===== src/hw/rtl/rws_pkg.sv =====
// ----------------------------------------------------------------------------
// rws_pkg: shared constants and types for the radial wave sum block
// Table size, sine resolution, polynomial coefficients and the source entry.
// ----------------------------------------------------------------------------
package rws_pkg;

    // Table depth and derived index and count widths.
    localparam int MAX_SOURCES     = 16;
    localparam int IDX_W           = (MAX_SOURCES > 1) ? $clog2(MAX_SOURCES) : 1;
    localparam int CNT_W           = $clog2(MAX_SOURCES + 1);

    // Sine angle resolution in bits of a turn.
    localparam int SINE_TABLE_BITS = 10;
    localparam logic [15:0] ANGLE_MASK =
        16'(~((32'd1 << (16 - SINE_TABLE_BITS)) - 32'd1));

    // Odd polynomial coefficients of the quarter-wave sine, Q30.
    localparam logic [31:0] SC1 = 32'd1686629713;
    localparam logic [31:0] SC3 = 32'd693598668;
    localparam logic [31:0] SC5 = 32'd85569304;
    localparam logic [31:0] SC7 = 32'd5026993;
    localparam logic [31:0] SC9 = 32'd172274;

    // Command codes carried in the input tuser.
    localparam logic CMD_WRITE = 1'b0;
    localparam logic CMD_QUERY = 1'b1;

    // One stored wave source.
    typedef struct packed {
        logic signed [31:0] center_x;
        logic signed [31:0] center_y;
        logic signed [31:0] amplitude;
        logic        [30:0] wavelength;
    } t_source;

endpackage


===== src/hw/rtl/rws_phase_div.sv =====
// ----------------------------------------------------------------------------
// rws_phase_div: iterative wavelength phase divider
// Long division of the distance by the wavelength, continued for sixteen
// fraction bits so the last quotient bits are the phase in turns.
// ----------------------------------------------------------------------------
module rws_phase_div import rws_pkg::*; (
    input  logic        i_clk,
    input  logic        i_rst_n,
    input  logic        i_start,
    input  logic [32:0] i_distance,
    input  logic [30:0] i_wavelength,
    output logic        o_done,
    output logic [15:0] o_phase
);

    logic        r_busy;
    logic [5:0]  r_count;
    logic [48:0] r_num;
    logic [30:0] r_den;
    logic [31:0] r_rem;
    logic [15:0] r_quo;
    logic        r_done;

    logic [31:0] n_rem_sh;
    logic        n_fit;

    // Shift in the next numerator bit and compare with the divisor.
    always_comb begin
        n_rem_sh = {r_rem[30:0], r_num[48]};
        n_fit    = n_rem_sh >= {1'b0, r_den};
    end

    always_ff @(posedge i_clk) begin
        if (!i_rst_n) begin
            r_busy <= 1'b0;
            r_done <= 1'b0;
        end else begin
            r_done <= 1'b0;
            if (i_start) begin
                r_busy  <= 1'b1;
                r_count <= 6'd0;
                r_num   <= {i_distance, 16'd0};
                r_den   <= i_wavelength;
                r_rem   <= '0;
                r_quo   <= '0;
            end else if (r_busy) begin
                r_num <= {r_num[47:0], 1'b0};
                r_rem <= n_fit ? (n_rem_sh - {1'b0, r_den}) : n_rem_sh;
                r_quo <= {r_quo[14:0], n_fit};
                r_count <= r_count + 6'd1;
                if (r_count == 6'd48) begin
                    r_busy <= 1'b0;
                    r_done <= 1'b1;
                end
            end
        end
    end

    assign o_done  = r_done;
    assign o_phase = r_quo;

endmodule


===== config.mk =====
export PLATFORM = sky130hd
export DESIGN_NAME = rws_phase_div
export DESIGN_NICKNAME = d
export VERILOG_FILES = /design/src/hw/rtl/rws_pkg.sv /design/src/hw/rtl/rws_phase_div.sv
export SDC_FILE = /design/constraint.sdc
export NUM_CORES = 1
export LEC_CHECK = 0
export BUFFER_PORTS_ARGS = -buffer_cell sky130_fd_sc_hd__clkbuf_2
export CAP_MARGIN = 0
export CORE_ASPECT_RATIO = 0.7
export CORE_MARGIN = 2
export CORE_UTILIZATION = 60
export DETAILED_ROUTE_END_ITERATION = 10
export PLACE_DENSITY = 0.79
export SETUP_SLACK_MARGIN = 0.2
export SYNTH_ARGS = -nofsm -noshare
export SYNTH_HDL_FRONTEND = slang
export SYNTH_SLANG_ARGS = --single-unit

===== constraint.sdc =====
create_clock -name i_clk -period 9.2 [get_ports i_clk]
set_input_delay 0.92 -clock i_clk [delete_from_list [all_inputs] [get_ports i_clk]]
set_output_delay 0.92 -clock i_clk [all_outputs]
set_load 0.03 [all_outputs]

==> metrics.txt <==
die area around 12000 um^2; met2 Track Usage GR between 30% and 40%; PwrDens approximately 220 nW/um^2; slowest CP cell a31o_2; worst-margin pin slew approximately 1.1 ns; met3 Use GR between 6 and 7%; worst reg2reg path depth 11; # fillers between 700 and 800; startpoint types register; synth warn 0; Post-CTS Setup Inserts 0; commonest cells in the netlist edfxtp_1 (117), nor2_1 (48), inv_1 (44), a21oi_1 (33), ha_1 (33); post-synth design cell area about 6700 um^2; largest net degree at the start of global routing 57; setup violators final 0; area of the core approximately 11000 um^2; Antenna diodes 0; min-delay src r_busy; Clock Tree Root clkbuf_16; Min-Delay Path Depth 2; Clk pin slew, worst setup/hold paths ~0.060 ns; unrepaired setup endpoints after global routing no; worst-path fanout max 40; count leader, synth edfxtp_1; Crit Path Class register to register; Yosys top cell by area edfxtp_1; max-cap violations 0; # IOs between 80 and 90; GR Util met1 between 30% and 40%; Detailed Route WL approximately 13 mm; Req. time, crit path between 9 and 10 ns; vias 4767; Slew Limit Fails 0; worst r2r dst r_rem[28]; CP arrival slightly above 4 ns; post-route ant nets 0; status completed; hold_buf cts 0; share of cells above drive strength 1 between 20% and 30%; sequential cell area fraction in the yosys report a little over half; Buffers on Ports 83; syn_nets 670; first-pass GRT wire length between 20 and 25 mm; CP cell instances inv_1 > ha_1 > fa_1 > nand2b_1 > a21o_1 > a31oi_4 > a2111oi_1 > o21ai_1 > a31o_2 > nand2_1 > o32ai_2; number of global-route vias before repair 4597; FMAX ~260 MHz; worst min path class register to register; FP Rows 32; Avg Cell Area, Syn about 12 um^2; number of CTS-inserted buffers 17; Finished Core Util 71.3%; drt first-iter violations slightly below 500; Post-synth EDFFs 117; Synth area leaders edfxtp_1 (53%), ha_1 (6.2%), mux2_2 (5.4%); slowest stage delay, CP 0.92 ns; Final Power ~1.7 mW; Gate Count Post-Synth between 500 and 600; R2R Setup Slk approximately 5.4 ns; DR pass1 iterations 5; vias per cell ~6; initial core utilization about three fifths; minimum clock period 3.82 ns; share of flip-flops with an asynchronous set or reset 0%; Yosys reg bits approximately 120; worst r2r src r_num[48]; Synth Flop Type edfxtp_1; Final nets between 700 and 800; most used routing layer in global routing met2; die width between 100 and 150 um; Sink Count between 100 and 150; endpoints failing hold 0; total gr overflow 0; CP endpoint kind register; post-CTS resize count 0; Pleak around 3.2 nW; peak supply drop approximately 140 uV; detailed-route DRC error count 0; P&R area growth vs syn 16.8%; share of the synthesized area in the top cell type about 53%; Detailed Place HPWL 9.16 mm; clk_lat worst skew about 0.41 ns; crit share post-route about 42%; CTS tree done; Worst Hold Path EP o_done; Slew headroom between 20% and 30%; Final GP Congestion roughly 0.9; initial antenna violation count 0; Clock Skew roughly 0.015 ns; total track usage 23.2%; Die Ht slightly above 90 um; wire per inst 16.4 um; maximum level of the CTS H-tree 4; maximum clock insertion buffer count 2; Yosys cell types between 60 and 70; Setup TNS Final 0 ns
-- final cells by class --
type | instances | area (um^2) | area share [%]
Tap cell | 153 | 191 | 2.46
Sequential cell | 119 | 3550 | 45.6
Multi-Input combinational cell | 383 | 2850 | 36.5
Inverter | 45 | 169 | 2.17
Clock buffer | 17 | 425 | 5.46
Timing Repair Buffer | 86 | 438 | 5.62
Clock inverter | 15 | 168 | 2.15
-- kinds of logic after synthesis --
| family | Yosys count | share of synthesized area (%) |
|---|---|---|
| mux | 50 | 8.10 |
| simple gates | 155 | 11.4 |
| fa+ha+maj | 34 | 6.49 |
| compound gates | 123 | 13.8 |
| flops | 119 | 53.3 |
| xor+xnor | 21 | 2.76 |
| buf+inv | 67 | 4.16 |
-- worst max path at each step --
stage               from    endpoint  slack [ns]  cells after the start
2_1_floorplan    i_start  o_phase[0]        5.33                      3
5_1_grt        r_num[48]   r_rem[28]        5.11                     11
3_3_place_gp     i_start   r_rem[11]        5.57                      4
6_report       r_num[48]   r_rem[28]        5.38                     11
3_5_place_dp   r_num[48]   r_rem[28]        5.44                     11
4_1_cts        r_num[48]   r_rem[28]        5.42                     11
-- layout by cell type, fill, tap and decap left out, types with 5 or more instances in the layout --
cell / instances
nand3_1: 10
mux2_2: 32
clkbuf_2: 82
inv_1: 44
xnor2_1: 15
and2_1: 5
a21o_1: 15
nand4_1: 7
a21oi_1: 33
o21ai_1: 6
or3_1: 5
o21ai_0: 14
o21a_1: 6
and3_1: 6
nand2_1: 31
nor3_1: 8
clkbuf_16: 17
a211oi_1: 7
nor2_1: 48
inv_6: 5
edfxtp_1: 117
xor2_1: 6
ha_1: 33
mux2i_1: 18
nor2b_1: 22
-- per-stage QoR --
| stage | setup slack (ns) | cell area, um^2 | std cells | hold WS [ns] |
|---|---|---|---|---|
| detailed placement | 5.44 | 7200 | 786 | 0.465 |
| global placement | 5.57 | 7200 | 786 | 0.465 |
| global route | 5.11 | 7790 | 818 | 0.507 |
| finish | 5.38 | 7790 | 818 | 0.481 |
| floorplan | 5.33 | 6670 | 569 | 0.421 |
| CTS | 5.42 | 7790 | 818 | 0.493 |
-- sequential cells by signal, indices dropped and copies added (netlist names) --
signal	count
r_busy	1
o_phase	16
r_den	31
r_num	33
r_rem	31
r_count	6
o_done	1
-- routing by layer --
metal,routed length [um],up-vias
li1,-,2273
met2,6290,176
met3,838,24
met4,193,0
met1,6060,2294
met5,0,-
-- critical path, delay by kind of cell, from the launching register on --
kind | cells | cell delay (ns)
adders and majority gates | 2 | 0.64
buffers and inverters | 1 | 0.05
AOI/OAI and AO/OA | 6 | 2.07
DFF | 1 | 0.34
and+or+nand+nor | 2 | 0.53
-- power breakdown --
part / switching [mW] / internal, mW / total [mW]
clock: 0.259 / 0.405 / 0.664
combinational: 0.205 / 0.145 / 0.350
sequential: 0.0190 / 0.651 / 0.670
No activity file was read; power rests on OpenSTA's default activity.
