--- src/hw/rtl/rws_pkg.sv ---
// ----------------------------------------------------------------------------
// rws_pkg: shared constants and types for the radial wave sum block
// Table size, sine resolution, polynomial coefficients and the source entry.
// ----------------------------------------------------------------------------
package rws_pkg;

    // Table depth and derived index and count widths.
    localparam int MAX_SOURCES     = 16;
    localparam int IDX_W           = (MAX_SOURCES > 1) ? $clog2(MAX_SOURCES) : 1;
    localparam int CNT_W           = $clog2(MAX_SOURCES + 1);

    // Sine angle resolution in bits of a turn.
    localparam int SINE_TABLE_BITS = 10;
    localparam logic [15:0] ANGLE_MASK =
        16'(~((32'd1 << (16 - SINE_TABLE_BITS)) - 32'd1));

    // Odd polynomial coefficients of the quarter-wave sine, Q30.
    localparam logic [31:0] SC1 = 32'd1686629713;
    localparam logic [31:0] SC3 = 32'd693598668;
    localparam logic [31:0] SC5 = 32'd85569304;
    localparam logic [31:0] SC7 = 32'd5026993;
    localparam logic [31:0] SC9 = 32'd172274;

    // Command codes carried in the input tuser.
    localparam logic CMD_WRITE = 1'b0;
    localparam logic CMD_QUERY = 1'b1;

    // One stored wave source.
    typedef struct packed {
        logic signed [31:0] center_x;
        logic signed [31:0] center_y;
        logic signed [31:0] amplitude;
        logic        [30:0] wavelength;
    } t_source;

endpackage

--- src/hw/rtl/rws_isqrt.sv ---
// ----------------------------------------------------------------------------
// rws_isqrt: iterative floor square root
// Restoring digit recurrence on a 66-bit radicand, two bits per cycle.
// ----------------------------------------------------------------------------
module rws_isqrt import rws_pkg::*; (
    input  logic        i_clk,
    input  logic        i_rst_n,
    input  logic        i_start,
    input  logic [65:0] i_radicand,
    output logic        o_done,
    output logic [32:0] o_root
);

    logic        r_busy;
    logic [5:0]  r_count;
    logic [65:0] r_rad;
    logic [35:0] r_rem;
    logic [32:0] r_root;
    logic        r_done;

    logic [35:0] n_rem_sh;
    logic [35:0] n_trial;

    // Bring down the next two radicand bits and try the next root bit.
    always_comb begin
        n_rem_sh = {r_rem[33:0], r_rad[65:64]};
        n_trial  = {1'b0, r_root, 2'b01};
    end

    always_ff @(posedge i_clk) begin
        if (!i_rst_n) begin
            r_busy <= 1'b0;
            r_done <= 1'b0;
        end else begin
            r_done <= 1'b0;
            if (i_start) begin
                r_busy  <= 1'b1;
                r_count <= 6'd0;
                r_rad   <= i_radicand;
                r_rem   <= '0;
                r_root  <= '0;
            end else if (r_busy) begin
                r_rad <= {r_rad[63:0], 2'b00};
                if (n_rem_sh >= n_trial) begin
                    r_rem  <= n_rem_sh - n_trial;
                    r_root <= {r_root[31:0], 1'b1};
                end else begin
                    r_rem  <= n_rem_sh;
                    r_root <= {r_root[31:0], 1'b0};
                end
                r_count <= r_count + 6'd1;
                if (r_count == 6'd32) begin
                    r_busy <= 1'b0;
                    r_done <= 1'b1;
                end
            end
        end
    end

    assign o_done = r_done;
    assign o_root = r_root;

endmodule

--- config.mk ---
export PLATFORM = sky130hd
export DESIGN_NAME = rws_isqrt
export DESIGN_NICKNAME = d
export VERILOG_FILES = /design/src/hw/rtl/rws_pkg.sv /design/src/hw/rtl/rws_isqrt.sv
export SDC_FILE = /design/constraint.sdc
export NUM_CORES = 1
export LEC_CHECK = 0
export ABC_AREA = 1
export BUFFER_PORTS_ARGS = -buffer_cell sky130_fd_sc_hd__buf_4
export CAP_MARGIN = 20
export CORE_ASPECT_RATIO = 0.6
export CORE_MARGIN = 5
export CORE_UTILIZATION = 35
export CTS_BUF_LIST = sky130_fd_sc_hd__clkbuf_16
export DETAILED_ROUTE_END_ITERATION = 10
export MAX_ROUTING_LAYER = met4
export PLACE_DENSITY = 0.53
export SYNTH_ARGS = -nofsm -noshare
export SYNTH_HDL_FRONTEND = slang
export SYNTH_SLANG_ARGS = --single-unit
export TNS_END_PERCENT = 1
--- constraint.sdc ---
create_clock -name i_clk -period 25.2 [get_ports i_clk]
set_input_delay 2.52 -clock i_clk [delete_from_list [all_inputs] [get_ports i_clk]]
set_output_delay 2.52 -clock i_clk [all_outputs]
set_load 0.01 [all_outputs]
==> reports/metrics.yaml <==
worst_setup_path:
  crit_path_end_kind: "register"
  cp_max_fo: 56
  cp.depth: 5
  startpoint_type: "input pin"
  critical-path-slowest-cell: "buf_4"
  path_common_cell: "buf_4"
  crit_path_max_incr_delay_ns: 0.70
  rr_worst_depth: 11
  worst-path-buf-inv: 4
  critical_path.top_delay_family: "buffers and inverters"
  worstPathRequired_ns: 25.26
  path_cells: "buf_4 > inv_2 > a21oi_4 > buf_4 > buf_4"
  worstSetupPathType: "input pin to register"
  cp.arrival_ns: 4.87
logic_synthesis:
  syn_nets: 1269
  netlist_area_sq_um: 8730
  synthTopCellsByArea: "edfxtp_1, nand2_1, inv_1, nor2_1, ha_1"
  seq_area_frac_synth_pct: 48.2
  netlist_instances: 1163
  synth_cell_types: 33
  synth_top_area_share_pct: 47.8
  synth_largest_area_cell: "edfxtp_1"
  ys_ff_latch: 141
  yosysWarnings: 0
  syn_area_per_cell_sq_um: 7.51
drt:
  routed_wirelength_microns: 22500
  postRouteAntennaNets: 0
  drt_first_pass_iters: 5
  via_per_inst: 4.56
  post_drt_wl_per_cell_microns: 14.1
  drc: 0
  num_vias: 7264
  drt_iter0_markers: 591
hold_path:
  hold_class: "register to register"
  min_path_cells: 2
clock_network:
  post_cts_buffers: 0
  cts_hold_buf: 0
  clkTransAtPathRegs_ns: 0.06
  clock_latency_ns: 0.43
  cts-root-buf: "clkbuf_16"
  htree_levels: 4
  cts.sinks: 141
  cts_tree: "done"
  cts_resized: 0
  numCtsBuffers: 17
  clock_path_buffers: 2
cells_and_area:
  antenna_cells: 0
  fillers: 2549
  drive_above_1_share_pct: 12.7
  final_net_count: 1366
  area_growth_pct: 19.0
  fin_cells: 1594
floorplan:
  io-pin-count: 103
  die_area_sq_um: 28300
  die_w_microns: 214
  initial_utilization_pct: 35.8
  rows: 44
  die_h_microns: 132
  fp.coreArea_sq_um: 24400
global_routing:
  grt_pass1_wl_microns: 36400
  grt_pass1_vias: 6752
  grt_overflow: 0
  grt_usage_pct: 16.4
  grt_max_degree: 66
  antenna_found_initial: 0
timing:
  fin_hold_ws_ns: 0.507
  fin_tns_setup_ns: 0
  period_needed_ns: 4.81
  hold_viol: 0
  tightest_slew_ns: 0.728
  rsz0062_at_grt: "false"
  setup_viol: 0
  final.period_utilization_pct: 19.1
  maxSlewViolCount: 0
  fin_worst_skew_ns: 0.00800
  slew_headroom_pct: 51.4
  timing.final.ws_setup_ns: 20.39
  fmax_mhz: 208
placement:
  numPlacedInstances: 1563
  hpwl_microns: 16500
  io_buffers: 102
  gp_congestion: 0.946
  pre_cts_ws_ns: 19.88
pwr:
  irDropWorstVdd_mv: 0.0439
  netSwitchingFraction_pct: 30.9
  leakage_uw: 0.00524
  power_frac_clock_pct: 35.7
  power.switching_uw: 222
  p_comb_share_pct: 23.9
  pwr-share-seq_pct: 40.4
  power_density_nw_per_um2: 69.0
  power.internal_uw: 495
flow_run:
  maxCapViolCount: 0
status:
  run_status: "completed"
Yosys cell counts:
cell and n:
clkbuf_1 18, a21oi_1 23, o21a_1 2, nor2_1 131
xnor2_1 18, inv_1 160, inv_2 4, nor3_2 2
buf_8 2, o21ai_0 2, dfxtp_1 2, o21bai_1 1
a31oi_1 1, nand4_2 1, buf_2 4, nor4_1 2
nand4_1 8, edfxtp_1 139, ha_1 37, xor2_1 2
nor3_1 10, nand2_1 536, nand3b_1 10, buf_6 1
buf_1 5, nand2_2 2, and2_1 2, nand3_1 20
clkinv_1 1, or2_2 1, nor2_4 1, nor3b_1 1
nor2_2 14
logic make-up (layout without fill, tap and decap cells):
group,Yosys count,after routing,synth area share [%]
and+or+nand+nor,741,741,33.9
DFF,141,141,48.2
adders and majority gates,37,37,5.30
AOI/OAI and AO/OA,29,29,1.76
xor gates and xnor gates,20,20,2.01
buffers and inverters,195,304,8.78
metal layers:
layer  global-route usage (%)  vias up  wire (microns)
met5                        -        -               0
li1                         -     3790               -
met3                     3.33        9            1280
met2                     20.6      154            8310
met1                     26.7     3311           12800
met4                     2.90        0             136
registers in the layout (all words and copies together), names as in the netlist:
register,flops
r_rad,66
r_busy,1
o_root,33
o_done,1
r_count,6
r_rem,34
worst min-delay path: cells and delay by family, from the launching register on:
family,cells,cell delay [ns]
simple gates,2,0.09
flops,1,0.32
power by group through the flow:
stage / combinational [uW] / clock [uW] / sequential, uW
finish: 171 / 256 / 290
global route: 195 / 272 / 292
CTS: 172 / 261 / 290
detailed placement: 170 / 0 / 295
global placement: 170 / 0 / 295
floorplan: 120 / 0 / 298
final cells by class:
class                      count  area (sq um)  area share, %
sequential                   141          4210           40.6
multi-input combinational    827          3760           36.2
timing repair buffer         108           811           7.80
inverter                     165           619           5.96
clock buffer                  17           425           4.09
tap                          322           403           3.88
clock inverter                14           153           1.47
per-stage QoR:
stage	power, uW	utilization [%]	instance area, sq um
2_1_floorplan	418	-	8730
3_3_place_gp	464	40.2	9810
3_5_place_dp	465	40.2	9810
4_1_cts	723	42.6	10400
5_1_grt	759	42.6	10400
6_report	717	42.6	10400
cells in the final DEF (no fill, tap or decap):
| cell type | count |
|---|---|
| a31oi_1 | 1 |
| nor3b_1 | 1 |
| inv_1 | 161 |
| and2_1 | 2 |
| nand2_1 | 536 |
| nor4_1 | 2 |
| buf_4 | 108 |
| clkinv_1 | 3 |
| edfxtp_1 | 139 |
| bufinv_16 | 3 |
| nand3b_1 | 10 |
| inv_6 | 2 |
| nor3_1 | 10 |
| nor3_2 | 2 |
| nor2_4 | 1 |
| a21oi_1 | 22 |
| o21bai_1 | 1 |
| clkbuf_16 | 17 |
| nand4_2 | 1 |
| nor2_2 | 14 |
| nand2_2 | 2 |
| or2_2 | 1 |
| clkinvlp_4 | 2 |
| xor2_1 | 2 |
| o21a_1 | 2 |
| inv_2 | 5 |
| clkinv_2 | 3 |
| a21oi_4 | 1 |
| o21ai_0 | 2 |
| xnor2_1 | 18 |
| nor2_1 | 131 |
| nand4_1 | 8 |
| ha_1 | 37 |
| nand3_1 | 20 |
| dfxtp_1 | 2 |
final timing paths:
check / end / startpoint / slack (ns)
worst min register to register: r_rad[41]$_DFFE_PP_ / r_rad[39]$_DFFE_PP_ / 0.51
worst min-delay path: r_rad[41]$_DFFE_PP_ / r_rad[39]$_DFFE_PP_ / 0.51
worst max register to register: r_rem[25]$_SDFFCE_PP0P_ / r_rem[25]$_SDFFCE_PP0P_ / 22.01
worst max-delay path: o_root[4]$_SDFFCE_PP0P_ / i_start / 20.39
(Power assumes the default switching activity.)
