--- src/hw/rtl/rws_pkg.sv ---
// ----------------------------------------------------------------------------
// rws_pkg: shared constants and types for the radial wave sum block
// Table size, sine resolution, polynomial coefficients and the source entry.
// ----------------------------------------------------------------------------
package rws_pkg;

    // Table depth and derived index and count widths.
    localparam int MAX_SOURCES     = 16;
    localparam int IDX_W           = (MAX_SOURCES > 1) ? $clog2(MAX_SOURCES) : 1;
    localparam int CNT_W           = $clog2(MAX_SOURCES + 1);

    // Sine angle resolution in bits of a turn.
    localparam int SINE_TABLE_BITS = 10;
    localparam logic [15:0] ANGLE_MASK =
        16'(~((32'd1 << (16 - SINE_TABLE_BITS)) - 32'd1));

    // Odd polynomial coefficients of the quarter-wave sine, Q30.
    localparam logic [31:0] SC1 = 32'd1686629713;
    localparam logic [31:0] SC3 = 32'd693598668;
    localparam logic [31:0] SC5 = 32'd85569304;
    localparam logic [31:0] SC7 = 32'd5026993;
    localparam logic [31:0] SC9 = 32'd172274;

    // Command codes carried in the input tuser.
    localparam logic CMD_WRITE = 1'b0;
    localparam logic CMD_QUERY = 1'b1;

    // One stored wave source.
    typedef struct packed {
        logic signed [31:0] center_x;
        logic signed [31:0] center_y;
        logic signed [31:0] amplitude;
        logic        [30:0] wavelength;
    } t_source;

endpackage

--- src/hw/rtl/rws_sine.sv ---
// ----------------------------------------------------------------------------
// rws_sine: sequential quarter-wave sine
// Evaluates the odd polynomial by Horner steps on one shared multiplier.
// ----------------------------------------------------------------------------
module rws_sine import rws_pkg::*; (
    input  logic               i_clk,
    input  logic               i_rst_n,
    input  logic               i_start,
    input  logic [15:0]        i_angle,
    output logic               o_done,
    output logic signed [17:0] o_sine
);

    typedef enum logic [2:0] {
        ST_IDLE, ST_MUL_Z2, ST_Z2, ST_MUL, ST_ACC, ST_MUL_FIN, ST_OUT
    } t_state;

    t_state             r_state;
    logic [1:0]         r_quad;
    logic [30:0]        r_z;
    logic [30:0]        r_z2;
    logic [31:0]        r_acc;
    logic [62:0]        r_p;
    logic [1:0]         r_k;
    logic               r_done;
    logic signed [17:0] r_sine;

    logic [15:0] n_ang;
    logic [13:0] n_r;
    logic [14:0] n_rf;
    logic [31:0] n_ma;
    logic [30:0] n_mb;
    logic [31:0] n_coef;
    logic [32:0] n_round;
    logic [18:0] n_s;
    logic [16:0] n_sc;

    // Quantize the angle and fold it into the first quadrant.
    always_comb begin
        n_ang = i_angle & ANGLE_MASK;
        n_r   = n_ang[13:0];
        n_rf  = n_ang[14] ? (15'd16384 - {1'b0, n_r}) : {1'b0, n_r};
    end

    // Operand selection for the shared multiplier.
    always_comb begin
        unique case (r_state)
            ST_MUL_Z2: begin
                n_ma = {1'b0, r_z};
                n_mb = r_z;
            end
            ST_MUL: begin
                n_ma = r_acc;
                n_mb = r_z2;
            end
            default: begin
                n_ma = r_acc;
                n_mb = r_z;
            end
        endcase
    end

    // Coefficient for the current Horner step.
    always_comb begin
        unique case (r_k)
            2'd0:    n_coef = SC7;
            2'd1:    n_coef = SC5;
            2'd2:    n_coef = SC3;
            default: n_coef = SC1;
        endcase
    end

    // Round the final product to Q1.16 and limit it to one.
    always_comb begin
        n_round = r_p[62:30] + 33'd8192;
        n_s     = n_round[32:14];
        n_sc    = (n_s > 19'd65536) ? 17'd65536 : n_s[16:0];
    end

    always_ff @(posedge i_clk) begin
        if (!i_rst_n) begin
            r_state <= ST_IDLE;
            r_done  <= 1'b0;
        end else begin
            r_done <= 1'b0;
            unique case (r_state)
                ST_IDLE: begin
                    if (i_start) begin
                        r_quad  <= n_ang[15:14];
                        r_z     <= {n_rf, 16'd0};
                        r_state <= ST_MUL_Z2;
                    end
                end
                ST_MUL_Z2: begin
                    r_p     <= n_ma * n_mb;
                    r_state <= ST_Z2;
                end
                ST_Z2: begin
                    r_z2    <= r_p[60:30];
                    r_acc   <= SC9;
                    r_k     <= 2'd0;
                    r_state <= ST_MUL;
                end
                ST_MUL: begin
                    r_p     <= n_ma * n_mb;
                    r_state <= ST_ACC;
                end
                ST_ACC: begin
                    r_acc <= 32'(n_coef - r_p[62:31+1-2]);
                    r_k   <= r_k + 2'd1;
                    r_state <= (r_k == 2'd3) ? ST_MUL_FIN : ST_MUL;
                end
                ST_MUL_FIN: begin
                    r_p     <= n_ma * n_mb;
                    r_state <= ST_OUT;
                end
                ST_OUT: begin
                    r_sine  <= r_quad[1] ? -$signed({1'b0, n_sc}) : $signed({1'b0, n_sc});
                    r_done  <= 1'b1;
                    r_state <= ST_IDLE;
                end
                default: r_state <= ST_IDLE;
            endcase
        end
    end

    assign o_done = r_done;
    assign o_sine = r_sine;

endmodule

--- config.mk ---
export PLATFORM = sky130hd
export DESIGN_NAME = rws_sine
export DESIGN_NICKNAME = d
export VERILOG_FILES = /design/src/hw/rtl/rws_pkg.sv /design/src/hw/rtl/rws_sine.sv
export SDC_FILE = /design/constraint.sdc
export NUM_CORES = 2
export LEC_CHECK = 0
export ABC_AREA = 0
export BUFFER_PORTS_ARGS = -buffer_cell sky130_fd_sc_hd__buf_2
export CAP_MARGIN = 20
export CORE_AREA = 2 2 362 364
export CTS_CLUSTER_SIZE = 20
export DETAILED_ROUTE_END_ITERATION = 8
export DIE_AREA = 0 0 364 366
export HOLD_SLACK_MARGIN = 0.1
export PLACE_DENSITY_LB_ADDON = 0.08
export SLEW_MARGIN = 20
export SYNTH_ARGS = -nofsm -noshare
export SYNTH_HDL_FRONTEND = slang
export SYNTH_SLANG_ARGS = --single-unit
--- constraint.sdc ---
create_clock -name i_clk -period 8.1 [get_ports i_clk]
set_input_delay 0.405 -clock i_clk [delete_from_list [all_inputs] [get_ports i_clk]]
set_output_delay 0.405 -clock i_clk [all_outputs]
set_load 0.01 [all_outputs]
==> qor.txt <==
Tightest Pin Transition -> 0.9883 ns
Total Die Area -> 133200 µm²
GRT Resource Usage Total -> 0.2259
dominant synthesized flop cell -> edfxtp_1
Sinks on Clock Net -> 130
ratio of cells with drive above 1 in the final layout -> 0.1999
Initial Util -> 0.2988
Crit path top cell by count -> fa_1
Routed Antenna Nets -> 0
Die X -> 364 µm
Tcrit/Tclk final -> 1.038
H-tree Lvls -> 4
dpl hpwl -> 124700 µm
Finished Layout Cells -> 6444
GRT overflow -> 0
initial drt markers -> 1876
Mapped Area -> 38540 µm²
routed wire length -> 147700 µm
placed insts -> 6323
initial antenna violation count -> 2
pwr dens -> 397.2 nW/µm²
Root Buffer -> clkbuf_16
number of remaining DRC errors -> 0
gpl congestion -> 0.8685
final hold violations -> 0
violated checks -> setup timing
Max-cap violations -> 0
most frequent cells in the layout -> inv_1 (874), fa_1 (840), nand2_1 (556)
vias in the first global route -> 32945
routed vias/inst -> 4.721
cell taking the most area after synthesis -> fa_1
crit-path max FO -> 4
total power draw -> 19.02 mW
vias post-DR -> 30420
Worst path max stage delay -> 0.58 ns
arrival time worst endpoint -> 8.57 ns
post-synthesis sequential area ratio -> 0.1003
most common cell after layout, fill and taps aside -> inv_1
TritonCTS Buffers -> 17
area share of the largest cell type after synthesis -> 0.4493
CTS Buffer Depth -> 2
Pre-Repair DR Iteration Count -> 6
critical path class -> flop to flop
floorplan core area -> 129000 µm²
Worst-path clk slew -> 0.06 ns
post-synthesis cell type count -> 83
Fmax -> 119.0 MHz
Final WS setup -> -0.3068 ns
synth warn -> 0
Layout Nets -> 5858
#FFs+latches synth -> 130
Area growth, synth to finish -> 24.28%
Hold Path Stages -> 1
P_leak -> 24.28 nW
largest net degree at the start of global routing -> 45
Post-synth EDFFs -> 126
final setup vio count -> 12
DIE HEIGHT -> 366 µm
Min Hold Slack -> 0.1615 ns
setup TNS -> -1.623 ns
Tmin final -> 8.407 ns
Post-Syn Instances -> 4217
Mapped Nets -> 5390
I/O pin total -> 38
Clk Latency, worst-skew pair -> 0.42 ns
first-pass GRT wire length -> 220900 µm
Setup crit start kind -> flop
I/O Buffers -> 31
Hold Path Class -> input port to flop
Filler cells -> 13432
WP data required -> 8.26 ns
VDD IR max -> 514.8 µV
status -> finished, violations left
Synth area leaders -> fa_1 (45%), edfxtp_1 (9.8%), ha_1 (9.4%)
Rel. slew slack -> 0.3395
RSZ-0062 raised after global routing -> true
row cnt -> 132
worst reg2reg path depth -> 31
Syn Area/Cell -> 9.139 µm²
Async SR Flop Fraction -> 0
TritonCTS clock tree -> done
WL/cell -> 22.92 µm
Slew Viols, Final -> 0
Post-CTS Hold Fix Bufs -> 0
Critical-path top delay cell -> fa_1
Clock Skews -> 0.009722 ns
Worst Setup End Kind -> flop
[critical path, delay by kind of cell, from the launching register on]
family / cells / cell delay, ns
mux: 1 / 0.14
buf+inv: 10 / 1.03
compound gates: 5 / 1.15
flops: 1 / 0.34
simple gates: 6 / 1.26
fa+ha+maj: 9 / 4.21
[timing repair]
action / 4_1_cts / 5_1_grt
pin swaps: 97 / 52
buffers inserted: 68 / 19
gates resized for setup: 224 / 105
cloned: 5 / 0
endpoints found under the setup margin: 29 / 25
[registers in the layout, indices dropped and copies added, names as in the netlist]
register  cells
o_done        1
o_sine       18
r_acc        32
r_k           2
r_p          33
r_quad        1
r_state       3
r_z           9
r_z2         31
[kinds of logic after synthesis]
kind of cell	after synthesis	synth area share
AND/OR/NAND/NOR	1435	0.1751
multiplexers	19	0.004935
XOR/XNOR	96	0.02182
flip-flops	130	0.1003
AO/OA/AOI/OAI	263	0.04487
adder cells (fa/ha/maj)	1154	0.5432
buffers and inverters	1120	0.1099
[Yosys cell counts (7+ instances only)]
library cell  number
o211ai_1           8
a211oi_1          10
nand2_1          588
a21o_1            35
inv_1            890
xor2_1            30
nand3_1           59
nor3_1            21
nand4_1           14
a21oi_1           78
and2_1            27
o21bai_1          15
o31ai_1            8
a31oi_1           14
ha_1             289
o21ai_1            8
xnor2_1           66
and2_0            14
o21a_1             7
fa_1             865
nor2b_1           14
nor2_1           316
nand2b_1          16
edfxtp_1         126
mux2i_1           19
o21ai_0           43
clkbuf_1         215
or3_1              7
and3_1           323
[routing by layer]
metal  part of all wire  vias up  global-route usage  routed length, µm
met1               0.44    15957              0.3064              65070
met3              0.030      110             0.01342               4358
met5                  0        -                   0                  0
li1                   -    13816                   -                  -
met2               0.50      537              0.3945              74250
met4              0.027        0             0.04963               4028
[final timing paths]
check,start,slack [ns],endpoint
min reg2reg,r_p[35]$_DFFE_PP_,0.46,r_z2[5]$_DFFE_PP_
max reg2reg,r_state[0]$_SDFFE_PN0P_,-0.31,r_p[53]$_DFFE_PP_
max,r_state[0]$_SDFFE_PN0P_,-0.31,r_p[53]$_DFFE_PP_
min,i_angle[15],0.16,r_quad[1]$_DFFE_PP_
[report_power, final]
part,switching [mW],total [mW],internal [mW]
clock,0.312,0.800,0.488
combinational,9.11,16.8,7.67
sequential,0.195,1.44,1.25
total,9.61,19.0,9.41
[layout make-up]
cell class,count,area (µm²),area share
multi-input cells,2967,31490,0.6575
repair buffers,679,6397,0.1336
flip-flops and latches,130,3870,0.08080
inverters,890,3341,0.06975
well taps,1742,2180,0.04551
clock buffers,18,429.2,0.008961
clock inverters,14,178.9,0.003736
diodes,4,10.01,0.0002090
[stage by stage]
stage	setup WS (ns)	cell area, µm²	utilization
after global placement	-0.8231	45090	0.3496
after floorplan	0.0009255	38590	-
final	-0.3068	47890	0.3713
after detailed placement	-0.7638	45090	0.3496
after CTS	-0.2362	47310	0.3668
after global routing	-0.5261	47880	0.3712
Power figures use the tool's default switching activity.
